### src/design/pcgd_pkg.sv
`timescale 1ns / 1ps
`default_nettype none
// ----------------------------------------------------------------------------
// pcgd_pkg
// Shared constants and codes of the point to codebook distance engine.
// ----------------------------------------------------------------------------
package pcgd_pkg;

  // codebook depth default
  localparam int CB_DEPTH_DEFAULT = 64;

  // item kinds
  localparam logic [1:0] KIND_POINT = 2'd0;
  localparam logic [1:0] KIND_GRAPH = 2'd1;
  localparam logic [1:0] KIND_QUERY = 2'd2;

  // distance modes
  localparam logic [1:0] MODE_CART = 2'd0;
  localparam logic [1:0] MODE_AVG  = 2'd1;
  localparam logic [1:0] MODE_MIN  = 2'd2;

  // register map (selected by paddr[2])
  localparam int         APB_AW    = 3;
  localparam logic       REG_MODE  = 1'b0;
  localparam logic       REG_COUNT = 1'b1;
  localparam logic [6:0] COUNT_RESET = 7'd64;

  localparam logic [31:0] SAT32 = 32'hFFFF_FFFF;

endpackage : pcgd_pkg
`default_nettype wire

### src/design/pcgd_mul.sv
`timescale 1ns / 1ps
`default_nettype none
// ----------------------------------------------------------------------------
// pcgd_mul
// Shared registered 32x32 multiplier with the 32x33 top-bit term alongside.
// ----------------------------------------------------------------------------
module pcgd_mul import pcgd_pkg::*; (
  input  wire logic        clk_i,
  input  wire logic [31:0] a_i,
  input  wire logic [32:0] b_i,
  output      logic [63:0] prod_o,
  output      logic [63:0] hi_o
);

  logic [63:0] prod_q, hi_q;

  // product of low parts, plus a shifted by 32 when b has its top bit
  always_ff @(posedge clk_i) begin
    prod_q <= 64'(a_i) * 64'(b_i[31:0]);
    hi_q   <= b_i[32] ? {a_i, 32'd0} : 64'd0;
  end

  assign prod_o = prod_q;
  assign hi_o   = hi_q;

endmodule : pcgd_mul
`default_nettype wire

### config.mk
export PLATFORM = sky130hd
export DESIGN_NAME = pcgd_mul
export DESIGN_NICKNAME = d
export VERILOG_FILES = /design/src/design/pcgd_pkg.sv /design/src/design/pcgd_mul.sv
export SDC_FILE = /design/constraint.sdc
export NUM_CORES = 2
export LEC_CHECK = 0
export BUFFER_PORTS_ARGS = -buffer_cell sky130_fd_sc_hd__buf_2
export CORE_MARGIN = 3
export CORE_UTILIZATION = 60
export DETAILED_ROUTE_END_ITERATION = 10
export PLACE_DENSITY_LB_ADDON = 0.3
export SETUP_SLACK_MARGIN = 0.5
export SYNTH_ARGS = -nofsm -noshare
export SYNTH_HDL_FRONTEND = slang
export SYNTH_SLANG_ARGS = --single-unit
### constraint.sdc
create_clock -name clk_i -period 20.9 [get_ports clk_i]
set_clock_uncertainty 0.1 [all_clocks]
set_input_delay 6.27 -clock clk_i [delete_from_list [all_inputs] [get_ports clk_i]]
set_output_delay 6.27 -clock clk_i [all_outputs]
set_load 0.05 [all_outputs]
After elaboration in Yosys (flattened, before gate mapping)
Cells that the tools add are included.
W data, S select, Z words.

word-level totals
  word-level logic and storage cells = 4
  register bits after elaboration = 128

operators by class
  multiply operators = 1

operators with widths
  operator          count
  $mul A32 B32 Y64  1

Depth between registers and ports, before layout
  depth in word-level cells = 1
  mapped depth = 29

Worst setup path before layout
Ideal clock, no wire load.

  kind = input port to flip-flop
  from = input b_i[9]
  to = register prod_q[60], in the netlist prod_o[60]
  cell stages on the path = 26
  arrival = 13329 ps
  path buffers = 1
  setup slack = 7348 ps
  data required time = 20677 ps
  path through = clkbuf_1 nand2_1 fa_1 inv_1 fa_1 inv_1 fa_1 inv_1 fa_1 fa_1 fa_1 fa_1 inv_1 fa_1 inv_1 ha_1 and3_1 and3_2 and2_4 a2111o_1 a32oi_1 a31oi_1 a221o_1 a221oi_1 o21ai_1 xor2_1

between the ends
  longest elaborated chain between the ends = 1

RTL lines
  element               line            RTL
  start, declared       pcgd_mul.sv:10  input wire logic [32:0] b_i,
  $mul A32 B32 Y64      pcgd_mul.sv:19  prod_q <= 64'(a_i) * 64'(b_i[31:0]);
  end signal, assigned  pcgd_mul.sv:19
  end, declared         pcgd_mul.sv:15  logic [63:0] prod_q, hi_q;

Every way passes these cells.
A chain may end at the register's enable or synchronous reset.

Worst setup path in the final report
  from = input b_i[8]
  to = register prod_q[60], in the netlist prod_o[60]

The elaborated chain is that of the path after synthesis.

==> qor.yml <==
status: "finished clean"
finalCriticalPeriod_ns: 14.67
slowest_stage: "fa_1"
path_max_fanout: 32
core_area_sq_um: 58200
yosysWarnings: 0
vias: 25100
cts_made_buffers: 9
cp_num_buf_inv: 6
cpMostUsedCell: "fa_1"
yosysUniqueCellTypes: 71
synth_cells: 3827
synth_top_cell_area_share_pct: 50.3
antenna_found_initial: 5
path_delay_family: "adder cells"
cap_violations: 0
drt_iter0_markers: 1612
slew_headroom_pct: 8.08
die_h_um: 250
clockRootBuffer: "clkbuf_16"
drive_gt1_share_pct: 5.28
min_path_type: "in -> reg"
h-tree-depth: 3
numPortBuffers: 161
cts_resized: 0
yosys_register_bits: 96
synth_edf_count: 0
timing.setup.tns_ns: 0
place_congestion: 0.949
max_clock_freq_mhz: 68.2
end_kind: "flop"
path_clk_slew_ns: 0.08
tightest_slew_ns: 1.37
cts_tree: "built"
rsz0062_at_grt: "false"
final_cell_mix: "fa_1 (896), inv_1 (861), and2_1 (631)"
whs_path_depth: 2
slew_violations: 0
required_ns: 21.09
grtUsageTotal_pct: 30.4
grt_pass1_wl_um: 148000
fin_nets: 5011
drtAntennaViolNets: 0
io_pins: 194
ys_async_sr_fraction_pct: 0
wl_per_cell_um: 19.7
vias_per_cell: 5.51
hold_buffers: 0
criticalPathCategory: "in -> reg"
final_core_util_pct: 63.0
dp_hpwl_um: 71300
grt_max_degree: 34
hold_viol: 0
die_x_um: 250
synthTopCellsByArea: "fa_1 (50%), and2_1 (11%), ha_1 (9.2%), inv_1 (9.1%), dfxtp_1 (5.4%)"
critPathArrivalTime_ns: 14.86
drt_pass1_iterations: 5
syn-cell-area_sq_um: 35600
hp-start: "a_i[0]"
min_to: "hi_o[32]$_SDFF_PN0_"
wirelength_um: 89600
synth_area_leader_cell: "fa_1"
setup_violations: 0
start_util_pct: 61.2
hold_ws_ns: 6.37
start_kind: "input port"
mostFrequentLayoutCell: "fa_1"
grt_pass1_vias: 27200
overflow: 0
clk_path_buf_depth: 2
die_area_sq_um: 62400
drc_errors: 0
period_share_pct: 70.2
seq_area_frac_synth_pct: 5.39
post_cts_buffers: 0
syn_avg_cell_area_sq_um: 9.31
cts_sinks: 96
slowest_delay_ns: 0.60
area_growth_pct: 3.00
ys.flop_type: "dfxtp_1"
rows: 88
-- synthesized netlist by cell type, types with 2 or more instances --
cell type / count
fa_1: 896
inv_1: 861
and2_1: 631
nand2_1: 473
ha_1: 263
clkbuf_1: 207
dfxtp_1: 96
a21oi_1: 65
o21ai_0: 36
buf_4: 35
xnor2_1: 35
a21o_1: 32
nor2_1: 31
xor2_1: 27
nand4_1: 18
a31oi_1: 15
nand3_1: 10
o21bai_1: 9
and3_1: 8
nor3_1: 7
clkbuf_8: 5
a211oi_1: 4
o21a_1: 4
o21ai_1: 4
nand2b_1: 3
nor2b_1: 3
a211o_1: 2
a21o_2: 2
a221oi_1: 2
o31ai_1: 2
-- worst max-delay path by stage --
| stage | to | startpoint | depth (start not counted) | slack, ns |
|---|---|---|---|---|
| 3_3_place_gp | prod_o[60]$_DFF_P_ | a_i[18] | 24 | 5.91 |
| 4_1_cts | prod_o[60]$_DFF_P_ | b_i[8] | 26 | 6.33 |
| 6_report | prod_o[60]$_DFF_P_ | b_i[8] | 26 | 6.23 |
| 5_1_grt | prod_o[60]$_DFF_P_ | a_i[17] | 23 | 6.02 |
| 3_5_place_dp | prod_o[60]$_DFF_P_ | b_i[8] | 26 | 5.92 |
| 2_1_floorplan | prod_o[60]$_DFF_P_ | b_i[9] | 26 | 7.35 |
-- flip-flops by register name (all words and copies together), names as in the netlist --
name and cells:
hi_o 32, prod_o 64
-- logic make-up (layout without fill, tap and decap cells) --
group / count (synthesis) / in the layout / synth area share [%]
AND/OR/NAND/NOR: 1196 / 1196 / 17.5
adder cells (fa/ha/maj): 1159 / 1159 / 59.6
buffers and inverters: 1110 / 1042 / 12.3
AO/OA/AOI/OAI: 202 / 202 / 3.73
flip-flops: 96 / 96 / 5.39
XOR/XNOR: 62 / 62 / 1.52
other: 1 / 33 / 0.0105
multiplexers: 1 / 1 / 0.0281
-- final cells by class --
class / instances / area [sq um]
Fill cell: 4871 / 21500
Antenna cell: 1 / 2.50
Inverter: 861 / 3230
Tap cell: 765 / 957
Clock buffer: 10 / 239
Timing Repair Buffer: 166 / 843
Multi-Input combinational cell: 2652 / 29500
Sequential cell: 96 / 1920
Clock inverter: 5 / 61.3
-- through the flow --
| stage | worst slack, ns | instances | instance area, sq um |
|---|---|---|---|
| after floorplan | 7.35 | 3858 | 35800 |
| after global placement | 5.91 | 4540 | 36400 |
| after detailed placement | 5.92 | 4540 | 36400 |
| after CTS | 6.33 | 4555 | 36700 |
| after global routing | 6.02 | 4556 | 36700 |
| final | 6.23 | 4556 | 36700 |
-- metal layers --
layer | track usage [%] | wire, um | up-vias
met3 | 8.40 | 9220 | 151
met4 | 8.01 | 2220 | 8
met5 | 1.62 | 184 | -
met1 | 41.1 | 35900 | 12900
met2 | 48.7 | 42000 | 1101
li1 | - | - | 10900
Power is not shown: default switching activity piles up to over one toggle a cycle in this logic, so the estimate is an artifact.
