===== config.mk =====
export PLATFORM = sky130hd
export DESIGN_NAME = pcgd_sqrt
export DESIGN_NICKNAME = d
export VERILOG_FILES = /design/src/design/pcgd_pkg.sv /design/src/design/pcgd_sqrt.sv
export SDC_FILE = /design/constraint.sdc
export NUM_CORES = 1
export LEC_CHECK = 0
export ABC_AREA = 1
export BUFFER_PORTS_ARGS = -buffer_cell sky130_fd_sc_hd__buf_2
export CORE_AREA = 2 2 118 205
export CTS_CLUSTER_SIZE = 10
export DETAILED_ROUTE_END_ITERATION = 16
export DIE_AREA = 0 0 120 207
export HOLD_SLACK_MARGIN = 0.02
export SYNTH_ARGS = -nofsm -noshare
export SYNTH_HDL_FRONTEND = slang
export SYNTH_SLANG_ARGS = --single-unit

===== constraint.sdc =====
create_clock -name clk_i -period 3.2 [get_ports clk_i]
set_input_delay 0.16 -clock clk_i [delete_from_list [all_inputs] [get_ports clk_i]]
set_output_delay 0.16 -clock clk_i [all_outputs]
set_load 0.005 [all_outputs]

===== src/design/pcgd_pkg.sv =====
`timescale 1ns / 1ps
`default_nettype none
// ----------------------------------------------------------------------------
// pcgd_pkg
// Shared constants and codes of the point to codebook distance engine.
// ----------------------------------------------------------------------------
package pcgd_pkg;

  // codebook depth default
  localparam int CB_DEPTH_DEFAULT = 64;

  // item kinds
  localparam logic [1:0] KIND_POINT = 2'd0;
  localparam logic [1:0] KIND_GRAPH = 2'd1;
  localparam logic [1:0] KIND_QUERY = 2'd2;

  // distance modes
  localparam logic [1:0] MODE_CART = 2'd0;
  localparam logic [1:0] MODE_AVG  = 2'd1;
  localparam logic [1:0] MODE_MIN  = 2'd2;

  // register map (selected by paddr[2])
  localparam int         APB_AW    = 3;
  localparam logic       REG_MODE  = 1'b0;
  localparam logic       REG_COUNT = 1'b1;
  localparam logic [6:0] COUNT_RESET = 7'd64;

  localparam logic [31:0] SAT32 = 32'hFFFF_FFFF;

endpackage : pcgd_pkg
`default_nettype wire


===== src/design/pcgd_sqrt.sv =====
`timescale 1ns / 1ps
`default_nettype none
// ----------------------------------------------------------------------------
// pcgd_sqrt
// Truncating 64-bit integer square root, one root bit a cycle.
// ----------------------------------------------------------------------------
module pcgd_sqrt import pcgd_pkg::*; (
  input  wire logic        clk_i,
  input  wire logic        rst_ni,
  input  wire logic        start_i,
  input  wire logic [63:0] radicand_i,
  output      logic        done_o,
  output      logic [31:0] root_o
);

  logic        busy_q, done_q;
  logic [4:0]  cnt_q;
  logic [63:0] rad_q;
  logic [34:0] rem_q;
  logic [31:0] root_q;
  logic [36:0] trial, sub;
  logic        ge;

  // one digit step
  always_comb begin
    trial = {rem_q, rad_q[63:62]};
    sub   = {3'd0, root_q, 2'b01};
    ge    = trial >= sub;
  end

  // control
  always_ff @(posedge clk_i or negedge rst_ni) begin
    if (!rst_ni) begin
      busy_q <= 1'b0;
      done_q <= 1'b0;
      cnt_q  <= 5'd0;
    end else begin
      done_q <= 1'b0;
      if (start_i) begin
        busy_q <= 1'b1;
        cnt_q  <= 5'd0;
      end else if (busy_q) begin
        cnt_q <= cnt_q + 5'd1;
        if (cnt_q == 5'd31) begin
          busy_q <= 1'b0;
          done_q <= 1'b1;
        end
      end
    end
  end

  // datapath
  always_ff @(posedge clk_i) begin
    if (start_i) begin
      rad_q  <= radicand_i;
      rem_q  <= 35'd0;
      root_q <= 32'd0;
    end else if (busy_q) begin
      rad_q  <= {rad_q[61:0], 2'b00};
      rem_q  <= ge ? 35'(trial - sub) : trial[34:0];
      root_q <= {root_q[30:0], ge};
    end
  end

  assign done_o = done_q;
  assign root_o = root_q;

endmodule : pcgd_sqrt
`default_nettype wire


Yosys cells after proc, flatten, opt, wreduce, memory -nomap -nowiden. Cells that the tools add are included.

Add/subtract/negate cells: 2. Magnitude comparators: 1. Eq/ne operators: 1. Multiplexer cells: 11. Reduce and logical (&&, ||, !) cells: 1.

Operator list (count): $mux 64 (2); $ge 37x34->1 (1); $mux 35 (1); $sub 35x34->35 (1); $mux 5 (2); $mux 1 (6); $add 5x1->5 const B (1); $eq 5x5->1 const B (1); $reduce_bool 2->1 (1).

Flip-flop bits (word level): 138. Input port bits: 67. Output and inout port bits: 33. Logic and storage cells: 22.

Depth between registers and ports, before layout. Gate-level depths: netlist of run 1.

Depth in word-level cells: 4. Gate-level depth with buffers: 17. Depth with buffers taken out: 16.

Least setup slack after synthesis of run 1. OpenSTA, ideal clock, no wires.

Path kind: register -> register. Start: reg busy_q. End: reg rad_q[0] (enable). Library setup time: 453 ps. Data arrival time: 2757 ps. Required time: 2747 ps. Path slack: -11 ps. Cell stages (with the launch flop): 5. Buffers on the path: 2. Clock period less this slack: 3211 ps. Path through: dfrtp_1 > clkbuf_1 > nor2_1 > clkinv_1 > clkbuf_1.

Word-level cells in the longest chain between the ends: 1.

Ends and longest elaborated chain: start, declared (line pcgd_sqrt.sv:16) `logic busy_q, done_q;`; start signal, assigned (line pcgd_sqrt.sv:34) `busy_q <= 1'b0;`; start signal, assigned (line pcgd_sqrt.sv:40) `busy_q <= 1'b1;`; start signal, assigned (line pcgd_sqrt.sv:45) `busy_q <= 1'b0;`; $reduce_bool 2->1 (no source line); end signal, assigned (line pcgd_sqrt.sv:55) `rad_q <= radicand_i;`; end signal, assigned (line pcgd_sqrt.sv:59) `rad_q <= {rad_q[61:0], 2'b00};`; end, declared (line pcgd_sqrt.sv:18) `logic [63:0] rad_q;`.

No other way between the ends. A chain may end at the register's enable or synchronous reset.

Worst setup path after layout of run 1.
Start: reg root_q[23] (netlist: root_o[23]). End: reg rem_q[24].

Word-level cells in the longest chain between the ends: 2.

Ends and longest elaborated chain: start, declared (line pcgd_sqrt.sv:20) `logic [31:0] root_q;`; start signal, assigned (line pcgd_sqrt.sv:61) `root_q <= {root_q[30:0], ge};`; $ge 37x34->1 (line pcgd_sqrt.sv:28) `ge = trial >= sub;`; $mux 35 (line pcgd_sqrt.sv:60) `rem_q <= ge ? 35'(trial - sub) : trial[34:0];`; end signal, assigned (line pcgd_sqrt.sv:60); end, declared (line pcgd_sqrt.sv:19) `logic [34:0] rem_q;`.

No other way between the ends.

==> out/qor.txt, run 1 <==
Req. time, crit path -> 3.52 ns
Worst-path cell chain -> inv_1 -> ha_1 -> nand2_1 -> nor2_1 -> nand2_1 -> nor2_2 -> a21oi_1 -> nand2_1 -> nor2_4 -> nand2_4 -> buf_12 -> nand3_1 -> nand2_1 -> nand2_1
Number of synthesized flops with an enable pin -> 64
Synth top area cells -> edfxtp_1, nand2_1, dfxtp_1
Layout cell share with drive strength beyond 1 -> 12.2%
Die Span Y -> 207 um
Num rows -> 74
CP max-delay cell -> ha_1
Worst Hold Margin -> 0.0317 ns
P per Cell Area -> 908 mW/mm2
Crit end category -> register
H-tree depth -> 4
Yosys reg bits -> 138
Slew HR -> 31.7%
Max stage delay on crit path -> 0.37 ns
Post-Syn Area per Cell -> 7.08 um2
Routed via count -> 7584
Post-Syn Area -> 0.00799 mm2
R2r worst-path depth -> 14
# diodes -> 0
LEAKAGE -> 5.08 nW
Multi-input gate area -> 0.00392 mm2
Outcome -> complete, no violations
Max-slew violations -> 0
CTS Root Cell -> clkbuf_16
Yosys top cell by area -> edfxtp_1
Residual DRC -> 0
Pre-CTS WS -> 0.809 ns
Critical path class -> register to register
Clock transition at path regs -> 0.06 ns
Final wirelength -> 23.8 mm
Min-Delay Path Class -> primary input to register
# IOs -> 100
Die X -> 120 um
Worst Tran Pin Value -> 1.02 ns
Area after DPL -> 0.00881 mm2
Number of global-route vias before repair -> 7906
Drt pass-1 iters -> 4
Cts bufs inserted -> 17
Grt total ovfl -> 0
Max Cap Viol -> 0
Initial Utilization -> 34.4%
Hold path depth -> 3
Total power -> 9.11 mW
Final Skew -> 0.0132 ns
Mapped Cells -> 1129
Fmax achieved -> 0.413 GHz
CP Max Fanout -> 21
Ys async rst share -> 5.07%
Worst path most repeated cell -> nand2_1
Minimum clock period -> 2.42 ns
First-pass GRT wire length -> 38.5 mm
Antenna-violating nets left -> 0
Routed len/inst -> 14.9 um
Seq/Total Area, Yosys -> 43.0%
RSZ-0062 raised after global routing -> no
Clock sinks -> 138
Post-synth cell types -> 39
Synth Warn # -> 0
Critical Path AT -> 2.75 ns
Antenna violations before repair -> 0
Largest net degree at the start of global routing -> 65
Ys flop type -> dfxtp_1
Register area -> 0.00344 mm2
Final-report hold violation count -> 0
IO buf count -> 99
Top-area cell type share of the netlist area -> 24.0%
Initial DRC Count -> 299
Synthesized net count -> 1232
Total core area -> 0.0232 mm2
Die area -> 0.0248 mm2
Gr usage total -> 19.8%
Vias per cell -> 4.73
Clock Tree Buf Depth -> 2
Final WS setup -> 0.778 ns
Post-Layout Inst Area -> 0.0100 mm2
Post-route setup TNS -> 0 ns
CTS tree -> yes
Tcrit/Tclk final -> 75.7%
Filler cells -> 2397
Fin nets -> 1389
Area delta synth->final -> 25.4%
Clock Latency Late Sink -> 0.43 ns
Critical path launch point type -> register
Setup violators final -> 0
Routability-driven placement congestion ratio -> 0.933
Worst VDD drop -> 0.456 mV
DP HPWL -> 17.2 mm
-- timing repair --
item                                   CTS  global route
gates resized for setup                  0             0
buffers inserted                         0             0
hold buffers                            63             0
endpoints found under the hold margin   69             0
-- cell type report --
| cell class | instances | share of cell area [%] |
|---|---|---|
| Inverter | 127 | 4.77 |
| Timing Repair Buffer | 174 | 12.3 |
| Clock inverter | 9 | 1.15 |
| Tap cell | 304 | 3.79 |
| Clock buffer | 23 | 4.64 |
| Multi-Input combinational cell | 828 | 39.1 |
| Sequential cell | 138 | 34.3 |
-- placed cells by master, fill, tap and decap left out, types with 2 or more instances in the layout --
master and n:
nand2_1 508, inv_1 122, buf_2 99, nor2_1 68, dfxtp_1 67, edfxtp_1 64, dlygate4sd3_1 63, nand3_1 59
ha_1 36, a21oi_1 31, o22ai_1 31, clkbuf_16 17, xnor2_1 14, o21ai_0 11, o21ai_1 11, buf_4 11
nor3_1 9, o21bai_1 9, nand3b_1 7, dfrtp_1 7, nand4_1 6, nor2_2 5, xor2_1 5, inv_2 3
a31oi_1 3, clkbuf_2 3, clkinv_2 2, a21o_1 2, nand2_4 2, inv_6 2, clkinvlp_4 2, bufinv_16 2
clkinv_4 2
-- path summary, 6_finish.rpt --
check                                from        end  slack (ns)
min in group asynchronous          rst_ni   cnt_q[0]        0.12
max reg2reg                    root_o[23]  rem_q[24]        0.78
min reg2reg                     rem_q[33]  rem_q[33]        0.45
max in group asynchronous          rst_ni     busy_q        2.91
min                        radicand_i[55]  rad_q[55]        0.03
max                            root_o[23]  rem_q[24]        0.78
-- kinds of logic (layout without fill, tap and decap cells) --
family                     Yosys count  in the layout  synth area share, %
AOI/OAI and AO/OA                  101            101                 7.31
xor gates and xnor gates            19             19                 2.08
adders and majority gates           36             36                 5.64
buffers and inverters              163            333                 8.03
DFF                                138            138                 43.0
and+or+nand+nor                    672            672                 33.9
-- cells in the mapped netlist, drive strengths merged, types with 6 or more instances --
cell type,number
a21oi,31
buf,11
clkbuf,25
dfrtp,7
dfxtp,67
edfxtp,64
ha,36
inv,125
nand2,511
nand3,61
nand3b,7
nand4,6
nor2,74
nor3,9
o21ai,22
o21bai,9
o22ai,31
xnor2,14
-- layer usage --
layer	vias up	track usage, %	part of all wire [%]
li1	3902	-	-
met1	3418	19.0	36
met2	190	37.6	55
met3	74	3.96	3.9
met4	0	12.2	5.3
met5	-	0	0
-- state kept, by name (all words and copies together), names as in the netlist --
| register | count |
|---|---|
| rad_q | 64 |
| rem_q | 35 |
| root_o | 32 |
| cnt_q | 5 |
| busy_q | 1 |
| done_o | 1 |
-- report_power, final --
group          switching [mW]  internal [mW]
Combinational            3.12           1.68
Clock                   0.781           1.19
Sequential              0.184           2.14
Total                    4.09           5.02
-- through the flow --
step	std cells	util, %
after CTS	1603	43.1
after detailed placement	1508	37.9
after global placement	1508	37.9
after floorplan	1129	-
final	1603	43.1
after global routing	1603	43.1
-- worst max-delay path: cells and delay by family (launching register included) --
family	cells	cell delay, ns
and+or+nand+nor	10	1.22
adders and majority gates	1	0.37
DFF	1	0.33
buffers and inverters	2	0.26
AOI/OAI and AO/OA	1	0.10
Power figures use the tool's default switching activity.
==> inputs of run 2 (changes only) <==
==> constraint.sdc (replaced) <==
create_clock -name clk_i -period 2.3 [get_ports clk_i]
set_input_delay 0.115 -clock clk_i [delete_from_list [all_inputs] [get_ports clk_i]]
set_output_delay 0.115 -clock clk_i [all_outputs]
set_load 0.005 [all_outputs]
==> run 2 against run 1 <==
Non-clock buffer count up 34; final cell count increased by 2.1%; first-iteration DRC count rose by 35%; sequential share of layout area down 2.5 points.
==> out/qor.txt, run 2 (same netlist as run 1, synthesis figures left out) <==
Clock Latency Late Sink -> 0.44 ns
Final-report hold violation count -> 0
Die area -> 0.0248 mm2
Tcrit/Tclk final -> 95.0%
Minimum clock period -> 2.19 ns
Number of global-route vias before repair -> 7984
Fin nets -> 1423
Max Cap Viol -> 0
Critical path launch point type -> register
Area delta synth->final -> 35.3%
Most frequent cells in the layout -> nand2_1, inv_1, buf_2
Critical path class -> register to register
Drt pass-1 iters -> 4
Clock sinks -> 138
CTS tree -> yes
Worst VDD drop -> 0.598 mV
Clock transition at path regs -> 0.06 ns
Worst path most repeated cell -> nand2_1
Clock Tree Buf Depth -> 2
First-pass GRT wire length -> 38.9 mm
IO buf count -> 99
Sequential Power Share -> 23.7%
Total core area -> 0.0232 mm2
Max stage delay on crit path -> 0.38 ns
R2R Setup Slk -> 0.11 ns
CP Max Fanout -> 13
Crit path buf inv count -> 3
Min-Delay Path Class -> primary input to async pin
Num rows -> 74
Combinational power share -> 56.5%
Worst-path cell chain -> inv_1 -> ha_2 -> nand2_2 -> inv_1 -> nand2_1 -> nand2_1 -> nand2_1 -> nand2_1 -> nand2_1 -> nand3_2 -> nand3_4 -> nand2_8 -> clkbuf_16 -> nand2_1 -> nand3_1 -> nand2_1
Routability-driven placement congestion ratio -> 0.964
Grt total ovfl -> 0
Post-route setup TNS -> 0 ns
Crit end category -> register
Final Skew -> 0.0109 ns
Die X -> 120 um
Total power -> 13.9 mW
Slew HR -> 60.3%
Req. time, crit path -> 2.64 ns
CP max-delay cell -> ha_2
Psw -> 6.14 mW
Initial DRC Count -> 405
Number of flip-flops in the largest register -> 64
# IOs -> 100
P per Cell Area -> 1280 mW/mm2
Die Span Y -> 207 um
Setup violators final -> 0
Fmax achieved -> 0.457 GHz
Largest net degree at the start of global routing -> 65
Max-slew violations -> 0
Vias per cell -> 4.71
Outcome -> complete, no violations
Most common cell after layout, fill and taps aside -> nand2_1
# diodes -> 0
Cts bufs inserted -> 17
Final wirelength -> 24.6 mm
DP HPWL -> 17.7 mm
Routed len/inst -> 15.0 um
Internal -> 7.75 mW
Antenna-violating nets left -> 0
Residual DRC -> 0
Largest register by flop count -> rad_q
Worst Tran Pin Value -> 0.595 ns
Routed via count -> 7704
Power share of the clock group -> 19.8%
Critical Path AT -> 2.52 ns
LEAKAGE -> 5.29 nW
CTS Root Cell -> clkbuf_16
Gr usage total -> 20.2%
Layout cell share with drive strength beyond 1 -> 20.0%
Antenna violations before repair -> 0
Initial Utilization -> 34.4%
Top delay family on crit path -> simple AND/OR/NAND/NOR gates
Sw frac -> 44.2%
H-tree depth -> 4
==> run 2: per-stage QoR <==
| step | worst slack [ns] | cell area [um2] | hold WS, ns | std cells | util, % |
|---|---|---|---|---|---|
| 3_5_place_dp | -0.0262 | 9030 | -0.0387 | 1535 | 38.8 |
| 3_3_place_gp | -0.0584 | 9030 | -0.0431 | 1535 | 38.8 |
| 2_1_floorplan | 0.0273 | 7990 | -0.181 | 1129 | - |
| 4_1_cts | 0.0191 | 10300 | 0.0339 | 1633 | 44.3 |
| 6_report | 0.114 | 10800 | 0.0533 | 1637 | 46.5 |
| 5_1_grt | -0.0257 | 10800 | 0.0497 | 1637 | 46.5 |
==> run 2: final timing paths <==
check	from	end	cells after the start
max in group asynchronous	rst_ni	cnt_q[0]	2
min in group clk_i	rem_q[33]	rem_q[33]	2
setup / recovery	root_o[6]	rem_q[13]	16
hold reg to reg	rem_q[33]	rem_q[33]	2
setup reg to reg	root_o[6]	rem_q[13]	16
hold / removal	rst_ni	done_o	2
==> run 2: what timing repair did <==
action,4_1_cts,5_1_grt
hold endpoints to repair,76,0
hold buffers,66,0
gates cloned,0,1
setup endpoints to repair,13,36
setup buffers,0,3
pin swaps,0,6
gates resized for setup,4,92
==> run 2: metal layers <==
metal | vias up | global-route usage, % | share of wire (%)
met4 | 0 | 10.9 | 4.4
li1 | 3969 | - | -
met5 | - | 0 | 0
met3 | 60 | 4.19 | 3.2
met1 | 3524 | 19.6 | 37
met2 | 151 | 38.6 | 56
==> run 2: final cells by class <==
type                       instances  area [um2]
clock buffer                      22         485
clock inverter                    10         104
fill                            2323       12400
inverter                         127         478
multi-input combinational        828        4390
sequential                       138        3440
tap                              304         380
timing repair buffer             208        1530
==> run 2: worst reg2reg max path, stage by stage, from the launching register on <==
cell and delay, ns:
dfxtp_1 0.32, inv_1 0.06, ha_2 0.38, nand2_2 0.11, inv_1 0.08, nand2_1 0.05
nand2_1 0.10, nand2_1 0.06, nand2_1 0.08, nand2_1 0.07, nand3_2 0.12, nand3_4 0.11
nand2_8 0.12, clkbuf_16 0.19, nand2_1 0.06, nand3_1 0.10, nand2_1 0.06
==> run 2: power by group through the flow <==
stage	clock network [mW]	logic (mW)	registers [mW]
after floorplan	0	4.85	3.19
after global placement	0	6.82	3.27
after detailed placement	0	6.85	3.27
after CTS	2.83	6.97	3.23
after global routing	2.91	8.78	3.33
final	2.75	7.85	3.29
==> inputs of run 3 (changes only) <==
--- a/config.mk
+++ b/config.mk
@@ -6,7 +6,7 @@
 export NUM_CORES = 1
 export LEC_CHECK = 0
 export ABC_AREA = 1
-export BUFFER_PORTS_ARGS = -buffer_cell sky130_fd_sc_hd__buf_2
+export BUFFER_PORTS_ARGS = -buffer_cell sky130_fd_sc_hd__clkbuf_2
 export CORE_AREA = 2 2 118 205
 export CTS_CLUSTER_SIZE = 10
 export DETAILED_ROUTE_END_ITERATION = 16
==> run 3 against run 2 <==
Sequential share of layout area down 0.60 points; final cell count up 0.98%; total power grew 2.5%; hold slack better by 0.017 ns; critical path type unchanged; die area unchanged; sequential power hardly changed; highest routed layer unchanged.
==> out/qor.txt, run 3 (same netlist as run 1, synthesis figures left out) <==
Routability-driven placement congestion ratio -> 1.00
Antenna violations before repair -> 0
Gr usage total -> 20.3%
Fmax achieved -> 0.454 GHz
Critical path class -> register to register
Worst VDD drop -> 0.552 mV
Die X -> 120 um
Worst Tran Pin Value -> 0.583 ns
Critical Path AT -> 2.54 ns
CP max-delay cell -> dfxtp_1
Crit end category -> register
H-tree depth -> 4
Die area -> 0.0248 mm2
Pre-CTS WS -> -0.0659 ns
# diodes -> 0
Antenna-violating nets left -> 0
Minimum clock period -> 2.20 ns
Post-Layout Inst Area -> 0.0110 mm2
Critical path launch point type -> register
Slew HR -> 61.1%
Min-Delay Path Class -> primary input to async pin
Tcrit/Tclk final -> 95.9%
LEAKAGE -> 5.37 nW
Clock sinks -> 138
Area delta synth->final -> 38.0%
CTS tree -> yes
Final WS setup -> 0.0953 ns
Largest register by flop count -> rad_q
Final Skew -> 0.0116 ns
Most frequent cells in the layout -> nand2_1, inv_1, clkbuf_2
P per Cell Area -> 1290 mW/mm2
Routed via count -> 7939
Max-slew violations -> 0
Crit path buf inv count -> 2
Number of global-route vias before repair -> 8136
Die Span Y -> 207 um
Fin nets -> 1439
Max stage delay on crit path -> 0.33 ns
Setup violators final -> 0
Placed cell count -> 1548
Cts bufs inserted -> 17
IO buf count -> 99
Worst path most repeated cell -> nand2_1
Worst Hold Margin -> 0.0701 ns
Finished Layout Cells -> 1653
Initial DRC Count -> 314
Drt pass-1 iters -> 4
Clock Tree Buf Depth -> 2
Largest net degree at the start of global routing -> 63
DP HPWL -> 17.9 mm
Final-report hold violation count -> 0
Residual DRC -> 0
Grt total ovfl -> 0
Worst-path cell chain -> inv_1 -> ha_4 -> a21oi_2 -> nand2_1 -> nand2_1 -> nand2_1 -> nand2_1 -> nand3_2 -> nand3_4 -> nand2_8 -> buf_12 -> nand2_1 -> nand2_1 -> nand2_1 -> nand2_1
Max Cap Viol -> 0
Final wirelength -> 25.3 mm
Clock transition at path regs -> 0.06 ns
Routed len/inst -> 15.3 um
Clock Latency Late Sink -> 0.44 ns
Layout cell share with drive strength beyond 1 -> 21.1%
CP Max Fanout -> 7
Number of flip-flops in the largest register -> 64
Num rows -> 74
Most common cell after layout, fill and taps aside -> nand2_1
Area after DPL -> 0.00914 mm2
Total core area -> 0.0232 mm2
# IOs -> 100
First-pass GRT wire length -> 39.1 mm
Initial Utilization -> 34.4%
Total power -> 14.2 mW
Filler cells -> 2266
CTS Root Cell -> clkbuf_16
Top delay family on crit path -> simple AND/OR/NAND/NOR gates
Vias per cell -> 4.80
Req. time, crit path -> 2.63 ns
Outcome -> complete, no violations
[run 3: cell type report]
class	count	area, um2	share of cell area [%]
Clock buffer	18	429	3.89
Clock inverter	14	145	1.32
Inverter	127	478	4.33
Multi-Input combinational cell	828	4450	40.3
Sequential cell	138	3440	31.2
Tap cell	304	380	3.45
Timing Repair Buffer	224	1710	15.5
[run 3: through the flow]
stage	TNS, ns	util (%)
2_1_floorplan	0	-
3_3_place_gp	-0.645	39.3
3_5_place_dp	-0.296	39.3
4_1_cts	-0.0159	44.6
5_1_grt	-0.0139	47.5
6_report	0	47.5
[run 3: path summary, 6_finish.rpt]
kind                                   to  cells past startpoint      start  slack, ns
worst min register to register  rem_q[33]                      2  rem_q[33]       0.46
min in group clk_i               cnt_q[0]                      3    start_i       0.25
worst min-delay path               done_o                      2     rst_ni       0.07
worst max register to register  rem_q[12]                     15  root_o[6]        0.1
worst max-delay path            rem_q[12]                     15  root_o[6]        0.1
max in group asynchronous          busy_q                      2     rst_ni       2.05
[run 3: power by group]
group / total [mW] / leakage [nW] / switching, mW / internal [mW]
combinational: 8.21 / 3.75 / 4.81 / 3.40
clock: 2.71 / 0.272 / 1.12 / 1.59
sequential: 3.32 / 1.35 / 0.340 / 2.98
total: 14.2 / 5.37 / 6.27 / 7.97
[run 3: repair_timing]
action,4_1_cts,5_1_grt
hold buffers,65,0
hold endpoints to repair,71,0
setup buffers,0,5
setup endpoints to repair,23,36
gates cloned,0,3
resized for setup,4,104
pin swaps,0,11
[run 3: routing by layer]
layer	share of wire, %	routed length (um)	up-vias	global-route usage [%]
met5	0	0	-	0
met4	4.6	1160	0	12.0
met3	3.6	906	72	4.38
met2	56	14200	188	38.5
met1	36	9050	3672	19.4
li1	-	-	4007	-
