===== config.mk =====
export PLATFORM = sky130hd
export DESIGN_NAME = pcgd_div
export DESIGN_NICKNAME = d
export VERILOG_FILES = /design/src/design/pcgd_pkg.sv /design/src/design/pcgd_div.sv
export SDC_FILE = /design/constraint.sdc
export NUM_CORES = 1
export LEC_CHECK = 0
export BUFFER_PORTS_ARGS = -buffer_cell sky130_fd_sc_hd__buf_4
export CORE_AREA = 8 8 131 145
export CTS_CLUSTER_DIAMETER = 80
export DETAILED_ROUTE_END_ITERATION = 10
export DIE_AREA = 0 0 139 153
export SLEW_MARGIN = 20
export SYNTH_ARGS = -nofsm -noshare
export SYNTH_HDL_FRONTEND = slang
export SYNTH_SLANG_ARGS = --single-unit

===== constraint.sdc =====
create_clock -name clk_i -period 3.8 [get_ports clk_i]
set_input_delay 0.38 -clock clk_i [delete_from_list [all_inputs] [get_ports clk_i]]
set_output_delay 0.38 -clock clk_i [all_outputs]
set_load 0.03 [all_outputs]

===== src/design/pcgd_pkg.sv =====
`timescale 1ns / 1ps
`default_nettype none
// ----------------------------------------------------------------------------
// pcgd_pkg
// Shared constants and codes of the point to codebook distance engine.
// ----------------------------------------------------------------------------
package pcgd_pkg;

  // codebook depth default
  localparam int CB_DEPTH_DEFAULT = 64;

  // item kinds
  localparam logic [1:0] KIND_POINT = 2'd0;
  localparam logic [1:0] KIND_GRAPH = 2'd1;
  localparam logic [1:0] KIND_QUERY = 2'd2;

  // distance modes
  localparam logic [1:0] MODE_CART = 2'd0;
  localparam logic [1:0] MODE_AVG  = 2'd1;
  localparam logic [1:0] MODE_MIN  = 2'd2;

  // register map (selected by paddr[2])
  localparam int         APB_AW    = 3;
  localparam logic       REG_MODE  = 1'b0;
  localparam logic       REG_COUNT = 1'b1;
  localparam logic [6:0] COUNT_RESET = 7'd64;

  localparam logic [31:0] SAT32 = 32'hFFFF_FFFF;

endpackage : pcgd_pkg
`default_nettype wire


===== src/design/pcgd_div.sv =====
`timescale 1ns / 1ps
`default_nettype none
// ----------------------------------------------------------------------------
// pcgd_div
// Restoring divide of a 66-bit numerator by a 33-bit divisor, quotient known
// to fit 33 bits; one quotient bit a cycle.
// ----------------------------------------------------------------------------
module pcgd_div import pcgd_pkg::*; (
  input  wire logic        clk_i,
  input  wire logic        rst_ni,
  input  wire logic        start_i,
  input  wire logic [65:0] num_i,
  input  wire logic [32:0] den_i,
  output      logic        done_o,
  output      logic [32:0] quo_o
);

  logic        busy_q, done_q;
  logic [5:0]  cnt_q;
  logic [32:0] rem_q, sh_q, den_q;
  logic [33:0] trial, den_ext;
  logic        ge;

  // one quotient step
  always_comb begin
    trial   = {rem_q, sh_q[32]};
    den_ext = {1'b0, den_q};
    ge      = trial >= den_ext;
  end

  // control
  always_ff @(posedge clk_i or negedge rst_ni) begin
    if (!rst_ni) begin
      busy_q <= 1'b0;
      done_q <= 1'b0;
      cnt_q  <= 6'd0;
    end else begin
      done_q <= 1'b0;
      if (start_i) begin
        busy_q <= 1'b1;
        cnt_q  <= 6'd0;
      end else if (busy_q) begin
        cnt_q <= cnt_q + 6'd1;
        if (cnt_q == 6'd32) begin
          busy_q <= 1'b0;
          done_q <= 1'b1;
        end
      end
    end
  end

  // datapath: upper numerator bits start as the partial remainder
  always_ff @(posedge clk_i) begin
    if (start_i) begin
      rem_q <= num_i[65:33];
      sh_q  <= num_i[32:0];
      den_q <= den_i;
    end else if (busy_q) begin
      rem_q <= ge ? 33'(trial - den_ext) : trial[32:0];
      sh_q  <= {sh_q[31:0], ge};
    end
  end

  assign done_o = done_q;
  assign quo_o  = sh_q;

endmodule : pcgd_div
`default_nettype wire


After elaboration in Yosys (flattened, before gate mapping) --
Index checks and enable logic that the tools add are counted.
Word-level totals: bits in registers 107, input port bits 102
Operators by class: add/sub/neg operators 2, magnitude comparators 1, equal/unequal tests 1, mux-type cells 13, reduce and logical (&&, ||, !) cells 1
Operator list (count):
- $mux 33 | 5
- $ge 34x33->1 | 1
- $sub 33x33->33 | 1
- $mux 6 | 2
- $add 6x1->6 const B | 1
- $eq 6x6->1 const B | 1
- $mux 1 | 6
- $reduce_bool 2->1 | 1

Logic depth before layout (Yosys ltp) --
Gate-level depths: netlist of run 1.
word-level depth 4, mapped depth 14

Least setup slack after synthesis of run 1 --
No wires, ideal clock.
path type register -> register, start register sh_q[32], in the netlist quo_o[32], end register rem_q[29], data pin, setup time 0.261 ns, arrival 3.071 ns, data required time 3.539 ns, slack 0.468 ns, cell stages (with the launch flop) 14, path buffers 1, period minus slack after synthesis 3.332 ns, path through edfxtp_1 inv_1 ha_1 inv_1 fa_1 a21o_1 a31o_2 a221oi_2 o41ai_4 a21boi_2 o21a_4 buf_6 nor2_1 a221o_1
On the way: word-level cells in the longest chain between the ends 4, elaborated cells on any way between the ends 5, classes of those cells 1 x add/sub; 1 x order compare; 3 x mux
RTL lines:
- from (decl) | line pcgd_div.sv:20 | logic [32:0] rem_q, sh_q, den_q;
- from (signal assigned) | line pcgd_div.sv:56 | sh_q <= num_i[32:0];
- from (signal assigned) | line pcgd_div.sv:60 | sh_q <= {sh_q[31:0], ge};
- $sub 33x33->33 / $ge 34x33->1 (equally long branches) | line pcgd_div.sv:59, pcgd_div.sv:28
- $mux 33 * | line pcgd_div.sv:59 | rem_q <= ge ? 33'(trial - den_ext) : trial[32:0];
- $mux 33 * | line pcgd_div.sv:58 | end else if (busy_q) begin
- $mux 33 * | line pcgd_div.sv:54 | if (start_i) begin
- to (signal assigned) | line pcgd_div.sv:55 | rem_q <= num_i[65:33];
- to (signal assigned) | line pcgd_div.sv:59
- to (decl) | line pcgd_div.sv:20
Every way passes the cells marked *; elsewhere a longest branch is shown, timed or not. The select of a mux whose other input is x is not followed. A chain may end at the register's enable or synchronous reset.

Worst setup path after layout of run 1 --
start register sh_q[32], in the netlist quo_o[32], end register rem_q[24], data pin
Same word-level chain as after synthesis.

==> impl_metrics.yaml, run 1 <==
route:
  wl_met3_mm: 1.50
  top_layer: "met4"
  wl_per_cell_microns: 18.1
  drt-initial-drc-count: 259
  antenna_left: 0
  met1_length_mm: 7.19
  remaining_drc_errors: 0
  vias_per_cell: 5.46
  dr_wl_met2_mm: 7.70
  drtPass1Iterations: 4
  vias: 5037
  wirelength_mm: 16.7
worst_setup_path:
  slowest_delay_ns: 0.41
  r2r_cells: 12
  cp-end-kind: "flip-flop"
  crit_slowest_cell: "edfxtp_1"
  start_kind: "flip-flop"
  path_max_fanout: 21
  cp.required_ns: 3.91
  cp_top_family: "compound AO/OA/AOI/OAI gates"
  path_buf_inv: 2
  crit_arrival_ns: 3.66
  worst-path-stages: 12
  crit_top_cell: "inv_1"
  worstSetupPathType: "flip-flop to flip-flop"
  path_cells: "inv_1, ha_1, inv_1, fa_1, a21o_1, a31o_2, a221oi_2, o41ai_4, a21boi_2, o21a_4, nor2_1, a221o_1"
clock_network:
  cts_max_path_buffers: 2
  numCtsBuffers: 9
  cts_tree: "built"
  clock_sinks: 107
  clk_latency_ns: 0.36
  cts_setup_buffers: 0
  clk_pin_slew_ns: 0.08
  root_buffer: "clkbuf_16"
  cts_max_level: 3
yosys:
  yosys.area.top_type: "edfxtp_1"
  ys_seq_elements: 107
  syn_area_sq_um: 6530
  synth_common_cells: "edfxtp_1, inv_1, nand2_1, a21oi_1, ha_1"
  synth.distinct_cells: 63
  synth_most_common_cell: "edfxtp_1"
  synth_top_area_share_pct: 45.5
  async_flop_share_pct: 7.48
  synth.area.top_cells: "edfxtp_1, ha_1, mux2_2"
  syn_inst: 584
  yosysSeqAreaShare_pct: 48.6
  synth_edf_count: 99
  dominantRegCellSynth: "edfxtp_1"
  syn_nets: 722
  syn_area_per_cell_sq_um: 11.2
  yosys_warnings: 0
placed_design:
  port-buffer-count: 135
  gp_congestion: 0.831
  dpl.hpwl_mm: 12.3
  dp.cells: 904
floorplan:
  fp.dieW_microns: 139
  die_y_microns: 153
  core_area_sq_um: 16600
  die-area_sq_um: 21300
  row_count: 50
  ios: 136
  start_util_pct: 39.2
hold_path:
  hold_depth: 1
  min_path_type: "input pin to flip-flop"
flow_run:
  drv_cap: 0
grt:
  grt_max_degree: 162
  grt_pass1_wl_mm: 26.6
  grt_overflow_total: 0
  grt_usage_pct: 15.4
  antenna_found_initial: 0
  grt_pass1_vias: 5340
sta:
  final_max_slew_viol_count: 0
  setup_viol: 0
  max_freq_mhz: 282
  relSlewSlack_pct: 53.9
  fin_worst_skew_ns: 0.0137
  hold_viol: 0
  tightest_slew_ns: 0.691
  min_period_ns: 3.55
  min_period_over_period_pct: 93.4
  finalSetupTns_ns: 0
  rsz0062_at_grt: "no"
final_layout:
  n_antenna_cell: 0
  fin_nets: 847
  final_cells: 922
  drive_gt1_share_pct: 29.0
  syn_to_final_growth_pct: 23.5
pwr:
  ir_drop_v: 0.000299
  p_leak_uw: 0.00345
  power_density_nw_per_um2: 677
run_status:
  status: "completed"
-- cell usage in the layout (no fill, tap or decap), types with 5 or more instances in the layout --
cell type,synthesis,final
o311ai_0,14,14
nand3b_1,17,17
nand2_1,38,38
nor3_1,10,10
xnor2_1,9,9
mux2_2,33,33
a21oi_1,35,35
o21a_1,5,5
ha_1,35,35
and3_1,9,9
inv_1,45,44
edfxtp_1,99,99
a221o_1,9,9
dfrtp_1,8,8
o21ai_0,26,26
mux2i_1,10,10
nor2b_1,13,13
nand3_1,5,5
buf_4,0,140
clkbuf_16,0,10
nor2_1,26,26
or2_2,5,5
xor2_1,21,21
nand4_1,5,5
a21o_1,9,9
-- worst paths after layout --
kind | to | slack (ns) | start
hold / removal | den_q[27]$_DFFE_PP_ | 0.19 | den_i[27]
max in group asynchronous | cnt_q[4]$_DFFE_PN0P_ | 3.29 | rst_ni
setup reg to reg | rem_q[24]$_DFFE_PP_ | 0.25 | quo_o[32]$_DFFE_PP_
min in group asynchronous | cnt_q[5]$_DFFE_PN0P_ | 0.38 | rst_ni
setup / recovery | rem_q[24]$_DFFE_PP_ | 0.25 | quo_o[32]$_DFFE_PP_
hold reg to reg | cnt_q[5]$_DFFE_PN0P_ | 0.57 | cnt_q[5]$_DFFE_PN0P_
-- logic make-up after synthesis --
logic type               share of synthesized area (%)
multiplexers                                      7.23
AND/OR/NAND/NOR                                   12.1
buffers and inverters                             4.60
flip-flops                                        48.6
AO/OA/AOI/OAI                                     16.5
adder cells (fa/ha/maj)                           7.02
XOR/XNOR                                          4.03
-- layer usage --
| layer | vias up | global-route usage, % |
|---|---|---|
| met3 | 22 | 6.48 |
| met4 | 0 | 5.44 |
| li1 | 2458 | - |
| met2 | 148 | 25.6 |
| met1 | 2409 | 17.4 |
| met5 | - | 0 |
-- state kept, by name, summed over array words and instances (netlist names) --
signal  cells
den_q      33
quo_o      33
rem_q      33
cnt_q       6
busy_q      1
done_o      1
-- power breakdown --
group / leakage [uW] / switching, uW / internal, uW
clock network: 0.000156 / 459 / 531
logic: 0.00216 / 1520 / 1170
registers: 0.00113 / 154 / 1620
total: 0.00345 / 2140 / 3320
-- area by class of cell --
cell class	instances	area (sq um)
fill	1564	8580
multi-input combinational	404	3060
timing repair buffer	142	1080
clock buffer	12	278
sequential	107	3170
inverter	45	169
tap	208	260
clock inverter	4	37.5
-- metrics by stage --
step	worst slack [ns]	area [sq um]	hold slack [ns]	utilization, %	total power, uW
2_1_floorplan	0.468	6530	0.0844	-	3790
3_3_place_gp	0.319	7730	0.203	46.4	4400
3_5_place_dp	0.175	7730	0.203	46.4	4440
4_1_cts	0.153	8050	0.178	48.4	5460
5_1_grt	0.0444	8060	0.181	48.4	5850
6_report	0.251	8060	0.193	48.4	5460
-- what timing repair did --
action                                  CTS  global route
resized for setup                         0             0
endpoints found under the setup margin    0            12
hold endpoints to repair                  8             0
hold buffers                              1             0
(Power assumes the default switching activity.)
==> run 2: changes to the inputs <==
Clock period 3.8 ns to 4.2 ns, I/O delays scaled along.
==> run 2 against run 1 <==
Flip-flop and latch count did not move. Final cell count fell by 0.22%. Cell area fell by 0.51%. Clock skew fell by 0.0053 ns. Clock-buffer cell count fell by 2. Worst setup slack improved by 0.35 ns. Maximum frequency fell by 1.3%. Combinational power fell by 11%. Register-to-register slack improved by 0.35 ns. Largest power group unchanged.
==> impl_metrics.yaml, run 2 (synthesized netlist as in run 1, its figures left out) <==
route:
  vias_per_cell: 5.40
  wl_per_cell_microns: 17.4
  antenna_left: 0
  remaining_drc_errors: 0
  drtPass1Iterations: 4
  wirelength_mm: 16.0
  vias: 4968
  drt-initial-drc-count: 261
worst_setup_path:
  cp-end-kind: "flip-flop"
  crit_arrival_ns: 3.70
  r2r_cells: 13
  start_kind: "flip-flop"
  worstSetupPathType: "flip-flop to flip-flop"
  cp.required_ns: 4.30
  path_max_fanout: 15
sta:
  fin_worst_skew_ns: 0.00834
  final_max_slew_viol_count: 0
  finalSetupTns_ns: 0
  setup_viol: 0
  min_period_ns: 3.60
  max_freq_mhz: 278
  hold_viol: 0
  relSlewSlack_pct: 51.0
  min_period_over_period_pct: 85.6
  rsz0062_at_grt: "no"
  tightest_slew_ns: 0.734
placed_design:
  gp_congestion: 0.852
  dpl.hpwl_mm: 12.3
  port-buffer-count: 135
clock_network:
  cts_max_level: 3
  clk_latency_ns: 0.35
  root_buffer: "clkbuf_16"
  clock_sinks: 107
  cts_tree: "built"
  cts_max_path_buffers: 2
  numCtsBuffers: 9
  clk_pin_slew_ns: 0.08
grt:
  grt_max_degree: 77
  grt_pass1_vias: 5430
  grt_overflow_total: 0
  antenna_found_initial: 0
  grt_usage_pct: 15.4
  grt_pass1_wl_mm: 26.7
floorplan:
  ios: 136
  core_area_sq_um: 16600
  die-area_sq_um: 21300
  die_y_microns: 153
  fp.dieW_microns: 139
  row_count: 50
  start_util_pct: 39.2
final_layout:
  n_fill_cell: 1559
  layout_common_cells: "buf_4, edfxtp_1, inv_1"
  regArea_sq_um: 3170
  syn_to_final_growth_pct: 22.9
  drive_gt1_share_pct: 28.7
  mostFrequentLayoutCell: "buf_4"
  fin_nets: 845
  n_antenna_cell: 0
  fin_util_pct: 48.2
  multi_input_area_sq_um: 3050
pwr:
  power_density_nw_per_um2: 604
  ir_drop_v: 0.000252
  p_leak_uw: 0.00342
hold_path:
  hold_depth: 1
  min_path_type: "input pin to flip-flop"
flow_run:
  drv_cap: 0
run_status:
  status: "completed"
## run 2: cell count changes in the layout (fill, tap and decap cells not counted), sizes merged
cell / before / now
clkbuf: 12 / 10
o21a: 7 / 6
buf: 141 / 140
inv: 47 / 46
clkinv: 2 / 4
clkinvlp: 0 / 1
## run 2: power by group
group          switching, uW  total [uW]  internal, uW
Clock                    416         831           416
Sequential               136        1600          1460
Combinational           1350        2410          1060
## run 2: what timing repair did
action	4_1_cts	5_1_grt
resized for setup	0	0
hold buffers	1	0
setup endpoints to repair	0	0
buffers inserted	0	0
endpoints found under the hold margin	8	0
## run 2: routing by layer
| metal | share of wire (%) | wire length, microns | track usage (%) |
|---|---|---|---|
| met1 | 42 | 6740 | 17.3 |
| met5 | 0 | 0 | 0 |
| met4 | 1.5 | 242 | 5.23 |
| met2 | 46 | 7460 | 25.6 |
| met3 | 10 | 1600 | 6.76 |
## run 2: path summary, 6_finish.rpt
| kind | from | endpoint | slack [ns] |
|---|---|---|---|
| min in group asynchronous | rst_ni | cnt_q[5]$_DFFE_PN0P_ | 0.41 |
| worst max-delay path | quo_o[32]$_DFFE_PP_ | rem_q[28]$_DFFE_PP_ | 0.60 |
| worst min register to register | cnt_q[5]$_DFFE_PN0P_ | cnt_q[5]$_DFFE_PN0P_ | 0.56 |
| max in group asynchronous | rst_ni | cnt_q[4]$_DFFE_PN0P_ | 3.65 |
| worst max register to register | quo_o[32]$_DFFE_PP_ | rem_q[28]$_DFFE_PP_ | 0.60 |
| worst min-delay path | den_i[22] | den_q[22]$_DFFE_PP_ | 0.24 |
## run 2: cell type report
type / count / share of cell area [%]
inverters: 45 / 2.11
clock inverters: 6 / 0.764
clock buffers: 10 / 2.85
well taps: 208 / 3.24
repair buffers: 141 / 13.4
multi-input cells: 403 / 38.1
flip-flops and latches: 107 / 39.6
## run 2: stage by stage
| stage | hold slack (ns) | instances | instance area [sq um] | power (uW) | worst slack, ns |
|---|---|---|---|---|---|
| after floorplan | 0.124 | 584 | 6530 | 3430 | 0.868 |
| after global placement | 0.240 | 903 | 7720 | 3980 | 0.703 |
| after detailed placement | 0.245 | 903 | 7720 | 4020 | 0.604 |
| after CTS | 0.217 | 920 | 8020 | 4880 | 0.593 |
| after global routing | 0.219 | 920 | 8020 | 5210 | 0.356 |
| final | 0.237 | 920 | 8020 | 4840 | 0.605 |
## run 2: worst max-delay path, stage by stage, from the launching register on
cell and delay (ns):
edfxtp_1 0.40, inv_1 0.09, ha_1 0.16, inv_1 0.05, fa_1 0.40, a21o_1 0.23, a31o_2 0.26, a221oi_2 0.44
o41ai_4 0.19, a21boi_2 0.26, o21a_4 0.23, buf_4 0.22, nor2_1 0.09, a221o_1 0.31
==> run 3: changes to the inputs <==
Settings changed: BUFFER_PORTS_ARGS -buffer_cell sky130_fd_sc_hd__buf_4 to not set, CELL_PAD_IN_SITES_DETAIL_PLACEMENT set to 1, CELL_PAD_IN_SITES_GLOBAL_PLACEMENT set to 1, DONT_BUFFER_PORTS set to 1, PLACE_DENSITY_LB_ADDON set to 0.1.
==> run 3 against run 2 <==
Worst setup slack got worse by 0.13 ns. Non-clock buffer count decreased by 135. Maximum frequency down 3.5%. First-iteration DRC count down 29%. Largest power group unchanged. Clock power grew 3.9%. Utilization is 6.1 points lower. Flip-flop and latch count unchanged. Clock-buffer cell count down 1. Critical path depth unchanged. Sequential power increased by 6%. Highest routed layer is now met5. Clock skew up 0.0037 ns. Hold slack got worse by 0.091 ns.
==> impl_metrics.yaml, run 3 (synthesized netlist as in run 1, its figures left out) <==
worst_setup_path:
  path_cells: "inv_1, ha_1, inv_1, fa_1, a21o_1, a31o_2, a221oi_2, o41ai_4, a21boi_2, o21a_4, buf_4, nor3_1, a221o_1"
  r2r_cells: 13
  crit_top_cell: "inv_1"
  cp_top_family: "compound AO/OA/AOI/OAI gates"
  r2r_slack_ns: 0.47
  cp.required_ns: 4.31
  slowest_delay_ns: 0.46
  worstSetupPathType: "flip-flop to flip-flop"
  path_buf_inv: 3
  crit_slowest_cell: "a221oi_2"
  start_kind: "flip-flop"
  crit_arrival_ns: 3.84
  r2r_start: "quo_o[32]$_DFFE_PP_"
  path_max_fanout: 22
  rr_endpoint: "rem_q[25]$_DFFE_PP_"
  cp-end-kind: "flip-flop"
grt:
  grt_usage_pct: 15.4
  grt_max_degree: 163
  grt_pass1_vias: 4883
  grt_overflow_total: 0
  antenna_found_initial: 1
  grt_pass1_wl_mm: 26.5
sta:
  min_period_ns: 3.73
  hold_viol: 0
  setup_viol: 0
  holdWs_ns: 0.146
  final_max_slew_viol_count: 0
  rsz0062_at_grt: "no"
  tightest_slew_ns: 1.02
  max_freq_mhz: 268
  min_period_over_period_pct: 88.7
  relSlewSlack_pct: 32.0
  fin_worst_skew_ns: 0.0120
  finalSetupTns_ns: 0
final_layout:
  fin_util_pct: 42.1
  syn_to_final_growth_pct: 7.21
  n_antenna_cell: 0
  layout_common_cells: "edfxtp_1, inv_1, nand2_1"
  drive_gt1_share_pct: 12.0
  mostFrequentLayoutCell: "edfxtp_1"
  fin_nets: 710
route:
  drtPass1Iterations: 4
  vias_per_cell: 5.71
  antenna_left: 0
  wirelength_mm: 16.3
  vias: 4483
  remaining_drc_errors: 0
  wl_per_cell_microns: 20.7
  drt-initial-drc-count: 185
flow_run:
  drv_cap: 0
run_status:
  status: "completed"
floorplan:
  ios: 136
  start_util_pct: 39.2
  core_area_sq_um: 16600
  row_count: 50
  fp.dieW_microns: 139
  die-area_sq_um: 21300
  die_y_microns: 153
clock_network:
  ctsResizeCount: 0
  cts_tree: "built"
  numCtsBuffers: 9
  cts_setup_buffers: 0
  cts_max_level: 3
  root_buffer: "clkbuf_16"
  clock_sinks: 107
  clk_pin_slew_ns: 0.08
  clk_latency_ns: 0.36
  cts_max_path_buffers: 2
placed_design:
  gp_congestion: 0.790
  port-buffer-count: 0
  dpl.hpwl_mm: 12.1
hold_path:
  hold_depth: 0
  hp-start: "den_i[4]"
  min_path_type: "input pin to flip-flop"
  holdPathEnd: "den_q[4]$_DFFE_PP_"
pwr:
  power_density_nw_per_um2: 683
  p_leak_uw: 0.00278
  ir_drop_v: 0.000228
  power_uw: 4780
## run 3: cell types whose count changed in the layout (fill, tap and decap cells not counted)
cell / change
buf_12: -1
buf_4: -134
clkbuf_1: -1
clkinv_1: +1
clkinv_4: -2
clkinvlp_4: -1
inv_6: +2
inv_8: +1
## run 3: final cells by class
class | instances | area (sq um)
inverters | 45 | 169
multi-input cells | 403 | 3050
clock buffers | 9 | 225
well taps | 208 | 260
fillers | 1796 | 9640
flip-flops and latches | 107 | 3170
repair buffers | 6 | 47.5
clock inverters | 7 | 68.8
## run 3: layer usage
| layer | vias to the layer above | global-route usage [%] | part of all wire, % |
|---|---|---|---|
| met4 | 2 | 4.29 | 1.4 |
| met2 | 120 | 25.5 | 47 |
| met1 | 2166 | 18.2 | 43 |
| met3 | 17 | 5.98 | 7.7 |
| met5 | - | 0 | 0.080 |
| li1 | 2178 | - | - |
## run 3: worst reg2reg max path, cell delays in order (launching register included)
cell and delay, ns:
edfxtp_1 0.39, inv_1 0.09, ha_1 0.17, inv_1 0.06, fa_1 0.41, a21o_1 0.23
a31o_2 0.26, a221oi_2 0.46, o41ai_4 0.19, a21boi_2 0.26, o21a_4 0.35, buf_4 0.28
nor3_1 0.08, a221o_1 0.27
## run 3: what timing repair did
item	4_1_cts	5_1_grt
hold buffers	1	0
endpoints found under the hold margin	8	0
setup endpoints to repair	0	0
## run 3: worst max path at each step
stage,startpoint,end,slack [ns],cells after the start
floorplan,quo_o[32]$_DFFE_PP_,rem_q[29]$_DFFE_PP_,0.87,13
global placement,quo_o[32]$_DFFE_PP_,rem_q[0]$_DFFE_PP_,0.59,13
detailed placement,quo_o[32]$_DFFE_PP_,rem_q[25]$_DFFE_PP_,0.48,13
CTS,quo_o[32]$_DFFE_PP_,rem_q[25]$_DFFE_PP_,0.45,13
global route,quo_o[32]$_DFFE_PP_,rem_q[8]$_DFFE_PP_,0.28,13
finish,quo_o[32]$_DFFE_PP_,rem_q[25]$_DFFE_PP_,0.47,13
## run 3: metrics by stage
step,cells,area [sq um],setup WS (ns)
floorplan,584,6530,0.868
global placement,768,6690,0.590
detailed placement,768,6690,0.475
CTS,785,7000,0.450
global route,785,7000,0.282
finish,785,7000,0.473
## run 3: power breakdown
group / total, uW / internal, uW / leakage, uW / switching [uW]
clock network: 863 / 420 / 0.000145 / 442
registers: 1690 / 1470 / 0.00113 / 223
logic: 2230 / 949 / 0.00150 / 1280
